==> src/hdl/segint_pkg.sv <==
package segint_pkg;

  localparam int COORD_W = 20;               // input and output coordinate width
  localparam int DELTA_W = COORD_W + 1;      // endpoint difference
  localparam int MAG_W   = COORD_W;          // magnitude of an endpoint difference
  localparam int PROD_W  = 2 * DELTA_W;      // one cross-product term
  localparam int CROSS_W = PROD_W + 1;       // difference of two terms
  localparam int QUO_W   = COORD_W + 1;      // quotient bits, t*|d| <= |d|
  localparam int NUM_W   = 64;               // dividend width, tn * |d|

  typedef logic signed [COORD_W-1:0] coord_t;
  typedef logic signed [DELTA_W-1:0] delta_t;
  typedef logic signed [PROD_W-1:0]  prod_t;
  typedef logic signed [CROSS_W-1:0] cross_t;

  // Sideband that rides along with one divider lane.
  typedef struct packed {
    logic   hit;
    logic   neg;
    coord_t start;
  } tag_t;

  function automatic prod_t mul_s(input delta_t a, input delta_t b);
    prod_t ea;
    prod_t eb;
    ea = a;
    eb = b;
    return ea * eb;
  endfunction

  function automatic cross_t sub_x(input prod_t a, input prod_t b);
    cross_t ea;
    cross_t eb;
    ea = a;
    eb = b;
    return ea - eb;
  endfunction

endpackage

==> src/hdl/segint_div.sv <==
module segint_div (
  input  logic                            clk,
  input  logic                            rst_n,
  input  logic                            in_vld,
  input  logic [segint_pkg::NUM_W-1:0]    in_num,
  input  logic [segint_pkg::CROSS_W-1:0]  in_den,
  input  segint_pkg::tag_t                in_tag,
  output logic                            out_vld,
  output logic [segint_pkg::QUO_W-1:0]    out_quo,
  output segint_pkg::tag_t                out_tag
);
  import segint_pkg::*;

  // One quotient bit per stage, most significant first.
  logic               vld_r [1:QUO_W];
  logic [NUM_W-1:0]   rem_r [1:QUO_W];
  logic [CROSS_W-1:0] den_r [1:QUO_W];
  logic [QUO_W-1:0]   quo_r [1:QUO_W];
  tag_t               tag_r [1:QUO_W];

  for (genvar k = 0; k < QUO_W; k++) begin : g_stage
    logic               v_in;
    logic [NUM_W-1:0]   r_in;
    logic [CROSS_W-1:0] d_in;
    logic [QUO_W-1:0]   q_in;
    tag_t               t_in;
    logic [NUM_W-1:0]   dsh;
    logic [NUM_W:0]     diff;
    logic [QUO_W-1:0]   q_nxt;
    logic [NUM_W-1:0]   rem_nxt;

    if (k == 0) begin : g_first
      assign v_in = in_vld;
      assign r_in = in_num;
      assign d_in = in_den;
      assign q_in = '0;
      assign t_in = in_tag;
    end else begin : g_next
      assign v_in = vld_r[k];
      assign r_in = rem_r[k];
      assign d_in = den_r[k];
      assign q_in = quo_r[k];
      assign t_in = tag_r[k];
    end

    always_comb begin
      dsh     = NUM_W'(d_in) << (QUO_W - 1 - k);
      diff    = {1'b0, r_in} - {1'b0, dsh};
      q_nxt   = q_in;
      q_nxt[QUO_W-1-k] = !diff[NUM_W];
      rem_nxt = diff[NUM_W] ? r_in : diff[NUM_W-1:0];
    end

    always_ff @(posedge clk) begin
      if (!rst_n) begin
        vld_r[k+1] <= 1'b0;
      end else begin
        vld_r[k+1] <= v_in;
      end
      rem_r[k+1] <= rem_nxt;
      den_r[k+1] <= d_in;
      quo_r[k+1] <= q_nxt;
      tag_r[k+1] <= t_in;
    end
  end

  assign out_vld = vld_r[QUO_W];
  assign out_quo = quo_r[QUO_W];
  assign out_tag = tag_r[QUO_W];

endmodule
==> config.mk <==
export PLATFORM = sky130hd
export DESIGN_NAME = segint_div
export DESIGN_NICKNAME = d
export VERILOG_FILES = /design/src/hdl/segint_pkg.sv /design/src/hdl/segint_div.sv
export SDC_FILE = /design/constraint.sdc
export NUM_CORES = 2
export LEC_CHECK = 0
export ABC_AREA = 0
export BUFFER_PORTS_ARGS = -buffer_cell sky130_fd_sc_hd__buf_2
export CAP_MARGIN = 20
export CORE_MARGIN = 2
export CORE_UTILIZATION = 51
export DETAILED_ROUTE_END_ITERATION = 10
export PLACE_DENSITY = 0.67
export REMOVE_ABC_BUFFERS = 1
export SETUP_SLACK_MARGIN = 0.15
export SLEW_MARGIN = 20
export SYNTH_ARGS = -nofsm -noshare
export SYNTH_HDL_FRONTEND = slang
export SYNTH_SLANG_ARGS = --single-unit
==> constraint.sdc <==
create_clock -name clk -period 3.7 [get_ports clk]
set_input_delay 0.555 -clock clk [delete_from_list [all_inputs] [get_ports clk]]
set_output_delay 0.555 -clock clk [all_outputs]
set_load 0.05 [all_outputs]
==> impl_metrics.yaml <==
timing:
  slew_viol_final: 0
  tns_ns: -2.66
  clock_skew_ns: 0.0969
  holdWs_ns: 0.148
  slew_headroom: 0.297
  min_period_ns: 3.84
  rsz0062_at_grt: "true"
  fmax_ghz: 0.261
  setup_slack_ns: -0.136
  period_share: 1.04
  report.final.setup_viol: 56
  tightestPinTransition_ns: 1.03
  final-hold-violation-count: 0
yosys:
  yosysSeqAreaShare: 0.468
  syn_area_sq_um: 122000
  synth_edf_count: 0
  ys_ff_latch: 2854
  syn_inst: 13200
  ys_warn_count: 0
  ys_dominant_reg_cell: "dfxtp_1"
  synth.lib_cells_used.distinct: 108
  avgSynthCellArea_sq_um: 9.26
  async_flop_share: 0
cts:
  cts_buffers: 312
  numClockSinks: 2854
  cts_root_buf: "clkbuf_16"
  clock_path_buffers: 4
  clk_pin_slew_ns: 0.06
  clock_latency_ns: 0.98
  htree_levels: 5
  cts_tree: "done"
grt:
  gr-total-overflow: 0
  grt_pass1_wl_mm: 513
  grt_util_met2: 0.527
  grt_pass1_vias: 102000
  antenna_found_initial: 4
  track_usage: 0.261
  grt_max_degree: 75
  grt_busiest_layer: "met2"
  use_met3: 0.0319
  use_met1: 0.240
setup_path:
  crit_fanout: 3
  cp.required_ns: 4.57
  ff2ff_setup_slack_ns: -0.14
  r2r_cells: 19
  cp.arrival_ns: 4.70
  critical_path.startpoint: "rem_r[1][142]"
  cp-end-kind: "flip-flop"
  r2r_end: "rem_r[1][252]"
  start_kind: "flip-flop"
  worstSetupPathType: "reg2reg"
  reg2reg_from: "rem_r[1][142]"
pwr:
  total_power_mw: 145
  vdd_drop_max_v: 0.000614
  p_per_area_nw_per_um2: 942
  power_leakage_nw: 70.6
drt:
  drt-initial-drc-count: 4780
  wl_per_cell_um: 18.4
  routed_wl_mm: 335
  remaining_drc_errors: 1
  dr.pass1.iters: 8
  num_vias: 98100
  postRouteAntennaNets: 0
  viasPerCell: 5.39
finish:
  drive_gt1_frac: 0.201
  fin_nets: 15900
  nFillCells: 18700
  area_growth_pct: 26.2
placed_design:
  dp_slack_ns: -0.528
  hpwl_mm: 243
  globalplace.congestion: 1.01
  numPortBuffers: 175
run_status:
  failed_checks: "DRC, setup timing"
  status: "complete, but fails checks"
floorplan:
  io_pins: 176
  die_w_um: 493
  dieArea_sq_um: 243000
  die_h_um: 493
  start_util: 0.513
  core.rowCount: 179
  coreArea_sq_um: 238000
hold_path:
  hp-class: "in2reg"
  min_path_cells: 5
  hp-start: "in_num[27]"
  holdPathEnd: "rem_r[0][91]"
job:
  cap_violations: 0
-- power by group --
group          internal, mW  leakage (nW)  switching [mW]  total, mW
Clock                  18.9          5.16            12.3       31.2
Sequential             38.7          24.0            5.18       43.9
Combinational          32.6          41.4            37.2       69.8
Total                  90.3          70.6            54.7        145
-- layout by cell type, fill, tap and decap left out, types with 54 or more instances in the layout --
| cell | n |
|---|---|
| dfxtp_1 | 2794 |
| buf_4 | 1242 |
| inv_1 | 1111 |
| a21oi_1 | 1084 |
| nand2_1 | 1024 |
| ha_1 | 853 |
| o21ai_0 | 748 |
| nor2_1 | 695 |
| a21o_1 | 588 |
| xnor2_1 | 526 |
| xor2_1 | 426 |
| clkbuf_16 | 323 |
| nand3_1 | 182 |
| buf_2 | 175 |
| nand4_1 | 170 |
| nor3_1 | 168 |
| dlygate4sd3_1 | 133 |
| o21a_1 | 112 |
| nor2b_1 | 112 |
| o21bai_1 | 112 |
| nand2b_1 | 111 |
| a21oi_2 | 104 |
| and3_1 | 99 |
| a31oi_1 | 88 |
| and2_1 | 79 |
| buf_6 | 73 |
| a211oi_1 | 71 |
| mux2_2 | 71 |
| or3_1 | 69 |
| o21ai_1 | 69 |
| clkbuf_8 | 66 |
| o211ai_1 | 63 |
| nor2_4 | 62 |
| nor4_1 | 58 |
| dfxtp_2 | 57 |
| o31ai_1 | 56 |
| mux2_4 | 54 |
-- layer usage --
metal / wire (um) / up-vias
li1: - / 48800
met2: 185000 / 2436
met1: 115000 / 45700
met4: 24600 / 0
met3: 9830 / 1117
met5: 0 / -
-- through the flow --
step / std cells / utilization / area (sq um)
2_1_floorplan: 12800 / - / 120000
3_3_place_gp: 17300 / 0.565 / 134000
3_5_place_dp: 17300 / 0.565 / 134000
4_1_cts: 18100 / 0.632 / 150000
5_1_grt: 18200 / 0.647 / 154000
6_report: 18200 / 0.647 / 154000
-- critical path, cell delays in order, from the launching register on --
cell and delay (ns):
dfxtp_2 0.33, inv_2 0.05, ha_4 0.16, inv_2 0.06, fa_2 0.23, a211oi_4 0.07, o211ai_1 0.26, nand4_1 0.29
a21o_1 0.33, buf_6 0.14, buf_6 0.10, a2111o_1 0.41, a211oi_2 0.24, buf_4 0.16, o311ai_4 0.12, buf_6 0.17
a21oi_4 0.15, nand2_2 0.10, o2111ai_2 0.19, xnor2_1 0.15
-- kinds of logic (layout without fill, tap and decap cells) --
group | after synthesis | in the layout | synth area share
fa+ha+maj | 922 | 922 | 0.0958
simple gates | 3134 | 3134 | 0.122
other cells | 0 | 16 | 0
flops | 2854 | 2854 | 0.468
xor+xnor | 959 | 959 | 0.0689
buf+inv | 1560 | 3411 | 0.0487
compound gates | 3606 | 3606 | 0.184
mux | 140 | 140 | 0.0131
-- layout make-up --
cell class,count,area [sq um],area share
tap,3167,3960,0.0257
multi-input combinational,8761,63400,0.412
clock buffer,427,8970,0.0583
inverter,1142,4290,0.0279
antenna,16,40.0,0.000260
timing repair buffer,1730,14600,0.0947
sequential,2854,57200,0.372
clock inverter,112,1470,0.00957
-- state kept, by name, summed over array words and instances, names as in the netlist --
name	cells
den_r	860
quo_r	231
rem_r	1280
tag_r	462
vld_r	21
-- Yosys cell counts, types with 26 or more instances --
cell	instances	share of area
o21bai_1	112	0.0069
o211ai_1	63	0.0039
nand2b_1	116	0.0059
a21o_1	591	0.036
buf_2	50	0.0021
a211oi_1	95	0.0058
mux2_2	115	0.011
nor2_1	791	0.024
a31oi_1	100	0.0051
clkbuf_1	336	0.010
o21ai_0	826	0.034
and3_1	101	0.0052
a21boi_0	36	0.0022
or2_2	29	0.0015
dfxtp_1	2854	0.47
a21oi_1	1203	0.049
or3_1	71	0.0036
o21ai_1	43	0.0018
o31ai_1	71	0.0044
xnor2_1	533	0.038
xor2_1	426	0.031
a211o_1	26	0.0019
buf_1	27	0.00083
nor3_1	183	0.0075
o21a_1	117	0.0072
and2_1	83	0.0043
nand4_1	170	0.0087
nand3_1	190	0.0078
o31a_1	26	0.0019
or4_1	34	0.0021
nor2b_1	128	0.0066
nand2_1	1054	0.032
nor4_1	81	0.0042
inv_1	1139	0.035
ha_1	902	0.093
-- what timing repair did --
item,4_1_cts,5_1_grt
gates cloned,23,11
hold buffers,133,0
endpoints found under the setup margin,855,829
resized for setup,599,606
setup buffers,95,111
pin swaps,211,282
hold endpoints to repair,150,0
-- worst max-delay path by stage --
stage / endpoint
floorplan: rem_r[1][253]
global placement: rem_r[3][247]
detailed placement: rem_r[3][247]
CTS: rem_r[3][120]
global route: rem_r[1][252]
finish: rem_r[1][252]
Power figures use the tool's default switching activity.
